`config.mk`:
```
export PLATFORM = sky130hd
export DESIGN_NAME = nack_window_tracker_top_flat
export DESIGN_NICKNAME = d
export VERILOG_FILES = /design/src/rtl/core/nwt_pkg.sv /design/src/rtl/core/nwt_if.sv /design/src/rtl/core/nack_window_tracker_top.sv /design/src/rtl/core/nwt_cell.sv /design/src/rtl/core/nwt_head.sv /design/src/flat_wrapper.sv
export SDC_FILE = /design/constraint.sdc
export NUM_CORES = 2
export LEC_CHECK = 0
export BUFFER_PORTS_ARGS = -buffer_cell sky130_fd_sc_hd__buf_2
export CAP_MARGIN = 10
export CORE_UTILIZATION = 45
export CTS_BUF_LIST = sky130_fd_sc_hd__clkbuf_8
export DETAILED_ROUTE_END_ITERATION = 8
export PLACE_DENSITY = 0.68
export SKIP_CTS_REPAIR_TIMING = 1
export SLEW_MARGIN = 5
export SYNTH_ARGS = -nofsm -noshare
export SYNTH_HDL_FRONTEND = slang
export SYNTH_SLANG_ARGS = --single-unit
```
`constraint.sdc`:
```
create_clock -name clock -period 9.4 [get_ports clock]
set_clock_uncertainty 0.05 [all_clocks]
set_input_delay 1.88 -clock clock [delete_from_list [all_inputs] [get_ports clock]]
set_output_delay 1.88 -clock clock [all_outputs]
set_load 0.05 [all_outputs]
```
`src/rtl/core/nwt_pkg.sv`:
```
// Shared types, constants and register codes of the NACK window tracker.
`default_nettype none
package nwt_pkg;

   // Window geometry.
   localparam int WINDOW = 64;
   localparam int IDX_W  = $clog2(WINDOW);
   localparam int LEN_W  = $clog2(WINDOW + 1);

   // Configuration port geometry.
   localparam int CSR_ADDR_W = 5;
   localparam int CSR_DATA_W = 32;

   // Register indexes (byte address is four times the index).
   typedef enum logic [2:0] {
      REG_MISSING_WAIT      = 3'd0,
      REG_NACKED_WAIT       = 3'd1,
      REG_MAX_RESEND        = 3'd2,
      REG_BURST_LIMIT       = 3'd3,
      REG_KEYFRAME_INTERVAL = 3'd4,
      REG_KEYFRAME_ENABLE   = 3'd5,
      REG_BACK_JUMP_LIMIT   = 3'd6,
      REG_UNUSED            = 3'd7
   } reg_idx_type;

   // State of one window entry.
   typedef enum logic [1:0] {
      ST_MISSING  = 2'd0,
      ST_RECEIVED = 2'd1,
      ST_NACKED   = 2'd2,
      ST_GIVEUP   = 2'd3
   } entry_st_type;

   // One entry as held in a cell; nack marks it for the emission pass.
   typedef struct packed {
      entry_st_type st;
      logic [31:0]  tstamp;
      logic [3:0]   count;
      logic         nack;
   } entry_type;

   // Everything the scan unit needs besides the entry itself.
   typedef struct packed {
      logic        active;
      logic [15:0] entry_seq;
      logic [15:0] seq;
      logic [31:0] now_ms;
      logic [15:0] missing_wait;
      logic [15:0] nacked_wait;
      logic [3:0]  max_resend;
   } scan_ctx_type;

   // Sequencer states.
   typedef enum logic [2:0] {
      FSM_IDLE,
      FSM_DECIDE,
      FSM_SCAN,
      FSM_CHECK,
      FSM_KEY,
      FSM_EMIT,
      FSM_APPEND
   } fsm_type;

endpackage
`default_nettype wire

```
`src/rtl/core/nwt_if.sv`:
```
// Request and response channel interfaces of the NACK window tracker.
`default_nettype none

interface nwt_req_if;
   logic        valid;
   logic        ready;
   logic [15:0] seq;
   logic [31:0] now_ms;
   modport source (output valid, output seq, output now_ms, input ready);
   modport sink   (input valid, input seq, input now_ms, output ready);
endinterface

interface nwt_rsp_if;
   logic        valid;
   logic        ready;
   logic [15:0] nack_seq;
   logic        keyframe_request;
   logic        is_last;
   modport source (output valid, output nack_seq, output keyframe_request,
                   output is_last, input ready);
   modport sink   (input valid, input nack_seq, input keyframe_request,
                   input is_last, output ready);
endinterface

`default_nettype wire

```
`src/rtl/core/nack_window_tracker_top.sv`:
```
// Top level of the NACK window tracker: sequencer, cell ring and register file.
//
//   channel   dir   signals                                         handshake
//   req       in    seq[15:0], now_ms[31:0]                         valid/ready
//   rsp       out   nack_seq[15:0], keyframe_request, is_last       valid/ready
//   csr       in    psel, penable, pwrite, paddr[4:0], pwdata       APB, pready=1
//
// One request at a time. It passes a decide step, one rotation of the cell ring
// through the scan unit (skipped on an empty window), a check step, a second
// rotation to emit flagged entries (only when NACKs are pending) and an append
// step for the new entries; a burst instead ends in a keyframe request or nothing.
// A stalled response holds the emission pass at the entry it waits on.
// Reset empties the window and loads the register defaults; no clearing pass.
`default_nettype none
module nack_window_tracker_top (
   input  wire                                clock,
   input  wire                                reset,
   nwt_req_if.sink                            req,
   nwt_rsp_if.source                          rsp,
   input  wire                                psel,
   input  wire                                penable,
   input  wire                                pwrite,
   input  wire [nwt_pkg::CSR_ADDR_W-1:0]      paddr,
   input  wire [nwt_pkg::CSR_DATA_W-1:0]      pwdata,
   output logic [nwt_pkg::CSR_DATA_W-1:0]     prdata,
   output logic                               pready
);
   import nwt_pkg::*;

   // Configuration registers.
   logic [15:0] missing_wait_ff, nacked_wait_ff, kf_interval_ff, back_limit_ff;
   logic [3:0]  max_resend_ff;
   logic [7:0]  burst_limit_ff;
   logic        kf_enable_ff;
   reg_idx_type reg_idx;
   logic        csr_wr;

   assign reg_idx = reg_idx_type'(paddr[CSR_ADDR_W-1:2]);
   assign csr_wr  = psel && penable && pwrite;
   assign pready  = 1'b1;

   always_ff @(posedge clock) begin
      if (reset) begin
         missing_wait_ff <= 16'd12;
         nacked_wait_ff  <= 16'd155;
         max_resend_ff   <= 4'd3;
         burst_limit_ff  <= 8'd100;
         kf_interval_ff  <= 16'd3000;
         kf_enable_ff    <= 1'b0;
         back_limit_ff   <= 16'd1000;
      end else if (csr_wr) begin
         unique case (reg_idx)
            REG_MISSING_WAIT:      missing_wait_ff <= pwdata[15:0];
            REG_NACKED_WAIT:       nacked_wait_ff  <= pwdata[15:0];
            REG_MAX_RESEND:        max_resend_ff   <= pwdata[3:0];
            REG_BURST_LIMIT:       burst_limit_ff  <= pwdata[7:0];
            REG_KEYFRAME_INTERVAL: kf_interval_ff  <= pwdata[15:0];
            REG_KEYFRAME_ENABLE:   kf_enable_ff    <= pwdata[0];
            REG_BACK_JUMP_LIMIT:   back_limit_ff   <= pwdata[15:0];
            REG_UNUSED:            ;
         endcase
      end
   end

   // Register readback.
   always_comb begin
      unique case (reg_idx)
         REG_MISSING_WAIT:      prdata = {16'd0, missing_wait_ff};
         REG_NACKED_WAIT:       prdata = {16'd0, nacked_wait_ff};
         REG_MAX_RESEND:        prdata = {28'd0, max_resend_ff};
         REG_BURST_LIMIT:       prdata = {24'd0, burst_limit_ff};
         REG_KEYFRAME_INTERVAL: prdata = {16'd0, kf_interval_ff};
         REG_KEYFRAME_ENABLE:   prdata = {31'd0, kf_enable_ff};
         REG_BACK_JUMP_LIMIT:   prdata = {16'd0, back_limit_ff};
         REG_UNUSED:            prdata = '0;
      endcase
   end

   // Sequencer and window registers.
   fsm_type           fsm_ff, fsm_in;
   logic [15:0]       seq_ff, seq_in;
   logic [31:0]       now_ff, now_in;
   logic [15:0]       oldest_ff, oldest_in;
   logic [LEN_W-1:0]  len_ff, len_in;
   logic [LEN_W-1:0]  old_len_ff, old_len_in;
   logic [31:0]       lkt_ff, lkt_in;
   logic [15:0]       cur_ff, cur_in;
   logic [IDX_W-1:0]  k_ff, k_in;
   logic              app_ff, app_in;
   logic [IDX_W-1:0]  pos_ff, pos_in;
   logic [IDX_W-1:0]  j_ff, j_in;
   logic [LEN_W-1:0]  n_ff, n_in;
   logic [LEN_W-1:0]  sent_ff, sent_in;

   // Response register.
   logic              rv_ff, rv_in;
   logic [15:0]       rseq_ff, rseq_in;
   logic              rkf_ff, rkf_in;
   logic              rlast_ff, rlast_in;

   // Ring control.
   entry_type         cq [WINDOW];
   entry_type         tail_data;
   entry_type         new_entry;
   entry_type         head_upd;
   scan_ctx_type      ctx;
   logic              shift_en;
   logic              wr_en;

   // Decide-cycle arithmetic.
   logic [15:0]       d_cur, d_fwd, d_back;
   logic              d_near, d_restart;
   logic              out_free;
   logic              pos_last;

   assign out_free = !rv_ff || rsp.ready;
   assign pos_last = (pos_ff == IDX_W'(WINDOW - 1));

   assign d_cur     = (len_ff != '0) ? (oldest_ff + 16'(len_ff) - 16'd1) : (seq_ff - 16'd1);
   assign d_fwd     = seq_ff - d_cur;
   assign d_back    = d_cur - seq_ff;
   assign d_near    = d_fwd < 16'(WINDOW);
   assign d_restart = !d_near && !(d_back < back_limit_ff);

   // Scan context for the head cell.
   assign ctx.active       = {1'b0, pos_ff} < old_len_ff;
   assign ctx.entry_seq    = oldest_ff + 16'(pos_ff);
   assign ctx.seq          = seq_ff;
   assign ctx.now_ms       = now_ff;
   assign ctx.missing_wait = missing_wait_ff;
   assign ctx.nacked_wait  = nacked_wait_ff;
   assign ctx.max_resend   = max_resend_ff;

   nwt_head u_head (
      .ent (cq[0]),
      .ctx (ctx),
      .upd (head_upd)
   );

   // Entry appended in the append phase; the last one is the request itself.
   assign new_entry.st     = (j_ff == k_ff) ? ST_RECEIVED : ST_MISSING;
   assign new_entry.tstamp = now_ff;
   assign new_entry.count  = 4'd0;
   assign new_entry.nack   = 1'b0;

   // Cell ring: each cell takes its right neighbor; the last takes the tail data.
   for (genvar gi = 0; gi < WINDOW; gi++) begin : g_cell
      entry_type sdata;
      if (gi == WINDOW - 1) begin : g_tail
         assign sdata = tail_data;
      end else begin : g_mid
         assign sdata = cq[gi + 1];
      end
      nwt_cell u_cell (
         .clock      (clock),
         .shift_en   (shift_en),
         .shift_data (sdata),
         .wr_en      (wr_en && (len_ff == LEN_W'(gi))),
         .wr_data    (new_entry),
         .q          (cq[gi])
      );
   end

   assign req.ready            = (fsm_ff == FSM_IDLE);
   assign rsp.valid            = rv_ff;
   assign rsp.nack_seq         = rseq_ff;
   assign rsp.keyframe_request = rkf_ff;
   assign rsp.is_last          = rlast_ff;

   // Next state and datapath control.
   always_comb begin
      fsm_in     = fsm_ff;
      seq_in     = seq_ff;
      now_in     = now_ff;
      oldest_in  = oldest_ff;
      len_in     = len_ff;
      old_len_in = old_len_ff;
      lkt_in     = lkt_ff;
      cur_in     = cur_ff;
      k_in       = k_ff;
      app_in     = app_ff;
      pos_in     = pos_ff;
      j_in       = j_ff;
      n_in       = n_ff;
      sent_in    = sent_ff;
      rv_in      = rv_ff && !rsp.ready;
      rseq_in    = rseq_ff;
      rkf_in     = rkf_ff;
      rlast_in   = rlast_ff;
      shift_en   = 1'b0;
      wr_en      = 1'b0;
      tail_data  = cq[0];

      unique case (fsm_ff)
         FSM_IDLE: begin
            if (req.valid) begin
               seq_in = req.seq;
               now_in = req.now_ms;
               fsm_in = FSM_DECIDE;
            end
         end

         // Reference point, restart test and append length.
         FSM_DECIDE: begin
            pos_in = '0;
            n_in   = '0;
            j_in   = IDX_W'(1);
            if (d_restart) begin
               len_in     = '0;
               old_len_in = '0;
               cur_in     = seq_ff - 16'd1;
               k_in       = IDX_W'(1);
               app_in     = 1'b1;
               fsm_in     = FSM_CHECK;
            end else begin
               old_len_in = len_ff;
               cur_in     = d_cur;
               k_in       = d_fwd[IDX_W-1:0];
               app_in     = d_near;
               fsm_in     = (len_ff != '0) ? FSM_SCAN : FSM_CHECK;
            end
         end

         // Rotate the whole ring once through the scan unit.
         FSM_SCAN: begin
            shift_en  = 1'b1;
            tail_data = head_upd;
            n_in      = n_ff + LEN_W'(head_upd.nack);
            pos_in    = pos_ff + IDX_W'(1);
            if (pos_last) begin
               fsm_in = FSM_CHECK;
            end
         end

         // Burst test: keyframe path, NACK emission or append.
         FSM_CHECK: begin
            pos_in  = '0;
            sent_in = '0;
            if (16'(n_ff) > 16'(burst_limit_ff) && (now_ff - lkt_ff) >= {16'd0, kf_interval_ff}) begin
               len_in = '0;
               if (kf_enable_ff) begin
                  lkt_in = now_ff;
                  fsm_in = FSM_KEY;
               end else begin
                  fsm_in = FSM_IDLE;
               end
            end else if (n_ff != '0) begin
               fsm_in = FSM_EMIT;
            end else begin
               fsm_in = FSM_APPEND;
            end
         end

         FSM_KEY: begin
            if (out_free) begin
               rv_in    = 1'b1;
               rseq_in  = 16'd0;
               rkf_in   = 1'b1;
               rlast_in = 1'b1;
               fsm_in   = FSM_IDLE;
            end
         end

         // Rotate again, sending each flagged entry oldest first.
         FSM_EMIT: begin
            if (!cq[0].nack || out_free) begin
               shift_en       = 1'b1;
               tail_data      = cq[0];
               tail_data.nack = 1'b0;
               pos_in         = pos_ff + IDX_W'(1);
               if (cq[0].nack) begin
                  rv_in    = 1'b1;
                  rseq_in  = ctx.entry_seq;
                  rkf_in   = 1'b0;
                  rlast_in = (sent_ff + LEN_W'(1)) == n_ff;
                  sent_in  = sent_ff + LEN_W'(1);
               end
               if (pos_last) begin
                  fsm_in = FSM_APPEND;
               end
            end
         end

         // One new entry per cycle; a full window drops its oldest entry.
         FSM_APPEND: begin
            if (!app_ff || k_ff == '0) begin
               fsm_in = FSM_IDLE;
            end else begin
               if (len_ff == LEN_W'(WINDOW)) begin
                  shift_en  = 1'b1;
                  tail_data = new_entry;
                  oldest_in = oldest_ff + 16'd1;
               end else begin
                  wr_en  = 1'b1;
                  len_in = len_ff + LEN_W'(1);
                  if (len_ff == '0) begin
                     oldest_in = cur_ff + 16'd1;
                  end
               end
               j_in = j_ff + IDX_W'(1);
               if (j_ff == k_ff) begin
                  fsm_in = FSM_IDLE;
               end
            end
         end

         default: fsm_in = FSM_IDLE;
      endcase
   end

   // Control state.
   always_ff @(posedge clock) begin
      if (reset) begin
         fsm_ff    <= FSM_IDLE;
         oldest_ff <= '0;
         len_ff    <= '0;
         lkt_ff    <= '0;
         rv_ff     <= 1'b0;
      end else begin
         fsm_ff    <= fsm_in;
         oldest_ff <= oldest_in;
         len_ff    <= len_in;
         lkt_ff    <= lkt_in;
         rv_ff     <= rv_in;
      end
   end

   // Working registers of the current request and the response payload.
   always_ff @(posedge clock) begin
      seq_ff     <= seq_in;
      now_ff     <= now_in;
      old_len_ff <= old_len_in;
      cur_ff     <= cur_in;
      k_ff       <= k_in;
      app_ff     <= app_in;
      pos_ff     <= pos_in;
      j_ff       <= j_in;
      n_ff       <= n_in;
      sent_ff    <= sent_in;
      rseq_ff    <= rseq_in;
      rkf_ff     <= rkf_in;
      rlast_ff   <= rlast_in;
   end
endmodule
`default_nettype wire

```
`src/rtl/core/nwt_cell.sv`:
```
// One window cell: holds an entry, takes its neighbor's entry or a direct write.
`default_nettype none
module nwt_cell (
   input  wire                   clock,
   input  wire                   shift_en,
   input  nwt_pkg::entry_type    shift_data,
   input  wire                   wr_en,
   input  nwt_pkg::entry_type    wr_data,
   output nwt_pkg::entry_type    q
);
   import nwt_pkg::*;

   entry_type entry_ff;
   entry_type entry_in;

   // Shifting has priority; the sequencer never asks for both.
   always_comb begin
      priority if (shift_en) begin
         entry_in = shift_data;
      end else if (wr_en) begin
         entry_in = wr_data;
      end else begin
         entry_in = entry_ff;
      end
   end

   always_ff @(posedge clock) begin
      entry_ff <= entry_in;
   end

   assign q = entry_ff;
endmodule
`default_nettype wire

```
`src/rtl/core/nwt_head.sv`:
```
// Scan unit at the head of the cell ring: ages one entry and decides its NACK.
`default_nettype none
module nwt_head (
   input  nwt_pkg::entry_type    ent,
   input  nwt_pkg::scan_ctx_type ctx,
   output nwt_pkg::entry_type    upd
);
   import nwt_pkg::*;

   logic [31:0] age;
   logic [4:0]  next_count;

   assign age        = ctx.now_ms - ent.tstamp;
   assign next_count = {1'b0, ent.count} + 5'd1;

   // Matching number is received; otherwise missing or nacked entries may age out.
   always_comb begin
      upd      = ent;
      upd.nack = 1'b0;
      if (ctx.active) begin
         if (ctx.entry_seq == ctx.seq) begin
            upd.st = ST_RECEIVED;
         end else if (ent.st == ST_MISSING && age > {16'd0, ctx.missing_wait}) begin
            upd.st     = ST_NACKED;
            upd.tstamp = ctx.now_ms;
            upd.count  = (ent.count < 4'd15) ? next_count[3:0] : 4'd15;
            upd.nack   = 1'b1;
         end else if (ent.st == ST_NACKED && age > {16'd0, ctx.nacked_wait} &&
                      ent.count <= ctx.max_resend) begin
            upd.tstamp = ctx.now_ms;
            upd.nack   = 1'b1;
            if (next_count > {1'b0, ctx.max_resend}) begin
               upd.st = ST_GIVEUP;
            end
            upd.count = (next_count > 5'd15) ? 4'd15 : next_count[3:0];
         end
      end
   end
endmodule
`default_nettype wire

```
`src/flat_wrapper.sv`:
```
// flat-port wrapper written by rule: the top's interface ports become plain ports
module nack_window_tracker_top_flat import nwt_pkg::*;
  (clock, reset, psel, penable, pwrite, paddr, pwdata, prdata, pready, req_valid, req_seq, req_now_ms, req_ready, rsp_valid, rsp_nack_seq, rsp_keyframe_request, rsp_is_last, rsp_ready);
  nwt_req_if req_i ();
  nwt_rsp_if rsp_i ();
  input  wire clock;
  input  wire reset;
  input  wire psel;
  input  wire penable;
  input  wire pwrite;
  input  wire [nwt_pkg::CSR_ADDR_W-1:0] paddr;
  input  wire [nwt_pkg::CSR_DATA_W-1:0] pwdata;
  output logic [nwt_pkg::CSR_DATA_W-1:0] prdata;
  output logic pready;
  input wire logic [$bits(req_i.valid)-1:0] req_valid;
  input wire logic [$bits(req_i.seq)-1:0] req_seq;
  input wire logic [$bits(req_i.now_ms)-1:0] req_now_ms;
  output wire logic [$bits(req_i.ready)-1:0] req_ready;
  output wire logic [$bits(rsp_i.valid)-1:0] rsp_valid;
  output wire logic [$bits(rsp_i.nack_seq)-1:0] rsp_nack_seq;
  output wire logic [$bits(rsp_i.keyframe_request)-1:0] rsp_keyframe_request;
  output wire logic [$bits(rsp_i.is_last)-1:0] rsp_is_last;
  input wire logic [$bits(rsp_i.ready)-1:0] rsp_ready;
  assign req_i.valid = req_valid;
  assign req_i.seq = req_seq;
  assign req_i.now_ms = req_now_ms;
  assign req_ready = req_i.ready;
  assign rsp_valid = rsp_i.valid;
  assign rsp_nack_seq = rsp_i.nack_seq;
  assign rsp_keyframe_request = rsp_i.keyframe_request;
  assign rsp_is_last = rsp_i.is_last;
  assign rsp_i.ready = rsp_ready;
  nack_window_tracker_top u_core (.clock(clock), .reset(reset), .req(req_i), .rsp(rsp_i), .psel(psel), .penable(penable), .pwrite(pwrite), .paddr(paddr), .pwdata(pwdata), .prdata(prdata), .pready(pready));
endmodule
```
# == After elaboration in Yosys (flattened, before gate mapping) ==
# Cells that the tools add are included.
# totals
reg_bits,2754
wordCells,771
# op_classes
add_sub_neg,16
order_cmp,11
n_eq_ne,92
muxes,194
n_bitwise,1
n_reduce_logical,176
# ops
cell,count
39-bit two-way mux,133
32-bit case mux with 8 select lines,1
"7-bit by 6-bit == test with 1-bit output, second input constant",32
2-bit nonzero test,69
39-bit case mux with 3 select lines,1
"7-bit by 5-bit == test with 1-bit output, second input constant",16
16-bit two-way mux,7
1-bit logical AND,72
32-bit by 16-bit > comparator with 1-bit output,2
32-bit subtractor,2
"7-bit by 4-bit == test with 1-bit output, second input constant",8
7-bit two-way mux,6
37-bit two-way mux,1
"16-bit by 1-bit adder with 16-bit output, second input constant",2
32-bit by 16-bit >= comparator with 1-bit output,1
16-bit case mux with 2 select lines,1
"16-bit by 1-bit subtractor with 16-bit output, second input constant",2
16-bit subtractor,2
3-bit two-way mux,10
"7-bit by 3-bit == test with 1-bit output, second input constant",4
7-bit case mux with 2 select lines,2
"3-bit == test, second input constant",7
3-bit case mux with 7 select lines,1
7-bit case mux with 3 select lines,1
other kinds (49),107

# == Depth between registers and ports, before layout ==
# logic_depth
word_depth,10
depth_mapped,33
ltp_nobuf,31

# == By module ==
# From an unflattened synthesis, not the netlist that was laid out.
# hier_totals
hier_cells,8190
area_unflattened_um2,128816.0
# modules_own_cells
module,instances,cells_per_inst,area_each_um2,seq_area_each_um2
nwt_cell,64,83,1661.6,1171.1
nack_window_tracker_top,1,2277,18520.3,6386.1
nwt_head,1,601,3953.8,0.0

# == Worst setup path before layout ==
# No wires, ideal clock.
# synth_path
path_kind,reg2reg
start,reg u_core.len_ff[0]
end,reg u_core.cur_ff[11] (data pin)
setup_ns,0.267
t_arrival_ns,5.470
required_ns,9.083
setup_slack_ns,3.613
path_stages_with_launch,30
period_less_slack_ns,5.787
path_cell_list,dfxtp_1 inv_1 ha_1 buf_1 nand3_1 clkbuf_1 buf_1 nor2_1 a21oi_1 inv_1 ha_1 nor2b_1 o21ai_0 a21boi_0 o21ai_0 a21oi_1 o21ai_0 nand2b_1 a221oi_1 o21bai_1 a21oi_1 xnor2_1 ha_1 and4_1 o2111ai_1 a21oi_1 o22ai_1 a31oi_2 clkbuf_1 a21oi_1
# synth_via
elab_chain_cells,8
# synth_lines
item,line,source
from (decl),nack_window_tracker_top.sv:84,"logic [LEN_W-1:0] len_ff, len_in;"
from (signal assigned),nack_window_tracker_top.sv:322,len_ff <= len_in;
16-bit by 7-bit adder with 16-bit output,nack_window_tracker_top.sv:119,assign d_cur = (len_ff != '0) ? (oldest_ff + 16'(len_ff) - 16'd1) : (seq_ff - 16'd1);
16-bit by 1-bit subtractor with 16-bit output,nack_window_tracker_top.sv:119,
16-bit two-way mux (*),nack_window_tracker_top.sv:119,
16-bit subtractor (on tied branches),"nack_window_tracker_top.sv:120, nack_window_tracker_top.sv:121",
16-bit by 7-bit less-than comparator with 1-bit output / 16-bit less-than comparator (equally long branches),"nack_window_tracker_top.sv:122, nack_window_tracker_top.sv:123",
1-bit zero test,nack_window_tracker_top.sv:123,assign d_restart = !d_near && !(d_back < back_limit_ff);
1-bit logical AND,nack_window_tracker_top.sv:123,
16-bit two-way mux (*),nack_window_tracker_top.sv:208,if (d_restart) begin
to (signal assigned),nack_window_tracker_top.sv:333,cur_ff <= cur_in;
to (decl),nack_window_tracker_top.sv:87,"logic [15:0] cur_ff, cur_in;"
# Every way passes the cells marked *; elsewhere a longest branch is shown, timed or not.
# A chain may end at the register's enable or synchronous reset.

# == Worst setup path in the final report ==
# layout_path
start,reg u_core.len_ff[0]
end,reg u_core.len_ff[6]
# layout_via
elab_chain_cells,9
# layout_lines
item,line,source
16-bit by 7-bit adder with 16-bit output,nack_window_tracker_top.sv:119,
16-bit by 1-bit subtractor with 16-bit output,nack_window_tracker_top.sv:119,
16-bit two-way mux,nack_window_tracker_top.sv:119,
16-bit subtractor (on tied branches),"nack_window_tracker_top.sv:120, nack_window_tracker_top.sv:121",
16-bit by 7-bit less-than comparator with 1-bit output / 16-bit less-than comparator (equally long branches),"nack_window_tracker_top.sv:122, nack_window_tracker_top.sv:123",
1-bit zero test,nack_window_tracker_top.sv:123,
1-bit logical AND,nack_window_tracker_top.sv:123,
7-bit two-way mux,-,
7-bit case mux with 3 select lines,nack_window_tracker_top.sv:194,unique case (fsm_ff)
# Parallel ways exist; a longest one is shown, timed or not. The select of a mux whose other input is x is not followed.

==> metrics.md <==
| Metric | Value |
|---|---|
| Status | `finished clean` |
| Routed len/inst | `21.8 um` |
| Fill count | `22,400` |
| Synth Area in Adders | `2.47%` |
| Worst slew margin | `20.4%` |
| Ys async rst share | `0%` |
| Most frequent cells in the layout | `nand2_1 (4,409), edfxtp_1 (2,618), clkbuf_8 (453)` |
| Post-synthesis cell count | `10,300` |
| Max Freq | `132 MHz` |
| Area occupied by multi-input gates | `33,500 um^2` |
| Largest register FFs | `2,496` |
| CTS buffer count | `440` |
| Clock Latency Late Sink | `1.08 ns` |
| FF-to-FF setup slack | `1.82 ns` |
| Vias in the first global route | `76,500` |
| # DRC | `0` |
| RD Place Congestion | `0.874` |
| Port Buffers | `109` |
| H-Tree Depth | `5` |
| Critical Path Source Type | `register` |
| # setup viols final | `0` |
| Setup TNS Final | `0 ns` |
| CTS max path bufs | `4` |
| Die extent in x | `512 um` |
| Die Area | `262,000 um^2` |
| Flops & latches, synth | `2,754` |
| Post-synthesis simple-gate area fraction | `18.9%` |
| Register Area | `81,300 um^2` |
| Most used DFF post-synth | `edfxtp_1` |
| Largest net degree at the start of global routing | `258` |
| Worst hold path stage count | `1` |
| Most common cell after layout, fill and taps aside | `nand2_1` |
| Worst min path class | `register to register` |
| Syn. warnings | `0` |
| Share of cells above drive strength 1 | `9.00%` |
| Crit path DAT | `8.37 ns` |
| Pwr per Cell Area | `323 nW/um^2` |
| Largest family of logic cells by synthesized area | `simple AND/OR/NAND/NOR gates` |
| Clock transition at the registers of the reported paths | `0.06 ns` |
| CTS Root Cell | `clkbuf_8` |
| Starting Density | `45.4%` |
| Clock share of power | `22.9%` |
| 1st-pass router iterations | `5` |
| Yosys top cell area share | `67.1%` |
| Antenna Violating Nets Remaining | `0` |
| Min Tclk post-route | `7.58 ns` |
| DRT Wirelength | `307 mm` |
| R2r worst-path depth | `26` |
| RSZ-0062 raised after global routing | `false` |
| Leak Pwr | `49.3 nW` |
| Critical path fanouts, max | `22` |
| Int Power | `0.0267 W` |
| Power share of the sequential group | `47.2%` |
| Switching share of total power | `36.4%` |
| Logic pwr share | `29.9%` |
| Detail Placement HPWL | `183 mm` |
| XOR/XNOR Fraction of Synth Area | `1.12%` |
| Gr usage total | `23.0%` |
| Via count | `77,000` |
| NumNets Final | `10,700` |
| Mux contribution to synthesized area | `1.08%` |
| Final worst setup slack | `1.82 ns` |
| Top post-synthesis cells by area | `edfxtp_1 (67%), nand2_1 (14%), ha_1 (2.4%)` |
| Max Cap Viol | `0` |
| CTS tree | `built` |
| Synth area leader | `edfxtp_1` |
| Initial antenna violation count | `11` |
| Critical Path RT | `10.19 ns` |
| Setup crit end kind | `register` |
| P_sw | `0.0153 W` |
| First-pass GRT wire length | `466 mm` |
| Worst setup path category | `register to register` |
| Ports | `145` |
| TritonCTS Sinks | `2,754` |
| Post-synthesis compound-gate area fraction | `4.13%` |
| Max-slew violations | `0` |
| Unique masters post-synth | `96` |
| Die Y | `512 um` |
| GR Overflow Total | `0` |
| Area growth, synth to finish | `10.8%` |
| Hold violation count in the final report | `0` |
| Rows | `186` |
| Setup slack at placement | `1.87 ns` |
| Mean post-synth cell area | `11.4 um^2` |
| Peak supply drop | `0.000218 V` |
| Number of flops mapped to enable cells by yosys | `2,618` |
| Final period util | `80.6%` |
| Tightest Pin Transition | `1.19 ns` |
| Synthesized area | `117,000 um^2` |
| Initial detailed-routing violation count | `8,704` |
| Layout Cells excl Fill | `14,100` |
| Placed Cells | `13,300` |
| Core Box Area | `258,000 um^2` |
| DR vias/cell | `5.46` |
| Post-synthesis sequential area ratio | `69.4%` |
[power groups by stage]
stage          registers, W  clock network (W)  logic (W)
6_report             0.0198            0.00962     0.0125
5_1_grt              0.0200             0.0103     0.0137
4_1_cts              0.0198            0.00978     0.0125
3_5_place_dp         0.0200                  0     0.0124
3_3_place_gp         0.0199                  0     0.0123
2_1_floorplan        0.0198                  0    0.00791
[synth_stat cells (10+ instances only)]
master / number
a21boi_0: 10
o211ai_1: 14
xor2_1: 47
o21a_1: 34
xnor2_1: 92
a21o_1: 52
dfxtp_1: 136
mux2_4: 30
mux2i_1: 77
buf_1: 12
o2111ai_1: 14
a21oi_1: 238
and3_1: 24
and2_1: 395
a211oi_1: 14
buf_4: 18
nand4_1: 35
o31ai_1: 15
nand2b_1: 22
nor3_1: 41
nor2b_1: 29
nor4_1: 15
inv_1: 249
or2_2: 13
or3_1: 12
edfxtp_1: 2618
o21ai_0: 190
nand3_1: 87
clkbuf_1: 577
o21bai_1: 16
ha_1: 222
a31oi_1: 28
nand2_1: 4442
a211o_1: 30
nor2_1: 275
[layer usage]
layer	GRT usage [%]	part of all wire, %	up-vias
li1	-	-	35000
met1	33.1	44	38400
met2	36.3	46	3261
met3	3.99	8.4	382
met4	5.72	2.0	2
met5	0	0.0055	-
[cell type report]
class / count / share of cell area [%]
clock buffers: 453 / 4.80
inverters: 250 / 0.723
multi-input cells: 6691 / 25.8
well taps: 3384 / 3.26
clock inverters: 338 / 1.39
diodes: 1 / 0.00193
repair buffers: 246 / 1.32
flip-flops and latches: 2754 / 62.7
[kinds of logic after synthesis]
| logic type | count (synthesis) |
|---|---|
| simple gates | 5431 |
| flops | 2754 |
| buf+inv | 871 |
| compound gates | 761 |
| fa+ha+maj | 228 |
| xor+xnor | 143 |
| mux | 111 |
| other cells | 2 |
[path summary, 6_finish.rpt]
| kind | start | end |
|---|---|---|
| max | u_core.len_ff[0] | u_core.len_ff[6] |
| min | u_core.g_cell[56].u_cell.q[3] | u_core.g_cell[55].u_cell.q[3] |
| max reg2reg | u_core.len_ff[0] | u_core.len_ff[6] |
| min reg2reg | u_core.g_cell[56].u_cell.q[3] | u_core.g_cell[55].u_cell.q[3] |
[critical path, cell delays in order, from the launching register on]
cell and delay, ns:
dfxtp_1 0.37, inv_1 0.18, ha_1 0.32, nand3_1 0.85, a21oi_1 0.78, inv_1 0.10
ha_1 0.31, nor2b_1 0.13, o21ai_0 0.21, a21boi_0 0.15, o21ai_0 0.25, a21oi_1 0.13
o21ai_0 0.17, nand2b_1 0.14, a221oi_1 0.68, o21bai_1 0.11, a21oi_1 0.19, xnor2_1 0.10
ha_1 0.30, and4_1 0.21, o2111ai_1 0.12, a21oi_1 0.21, o22ai_1 0.18, a31oi_4 0.47
a21oi_1 0.14, o21ai_1 0.40, o32ai_1 0.15
[through the flow]
step	total power (W)	hold slack [ns]	utilization [%]	area [um^2]
after detailed placement	0.0324	0.402	47.2	122000
after global placement	0.0322	0.391	47.2	122000
after floorplan	0.0277	0.385	-	117000
final	0.0419	0.388	50.3	130000
after global routing	0.0440	0.410	50.3	130000
after CTS	0.0421	0.392	50.3	130000
No activity file was read; power rests on OpenSTA's default activity.
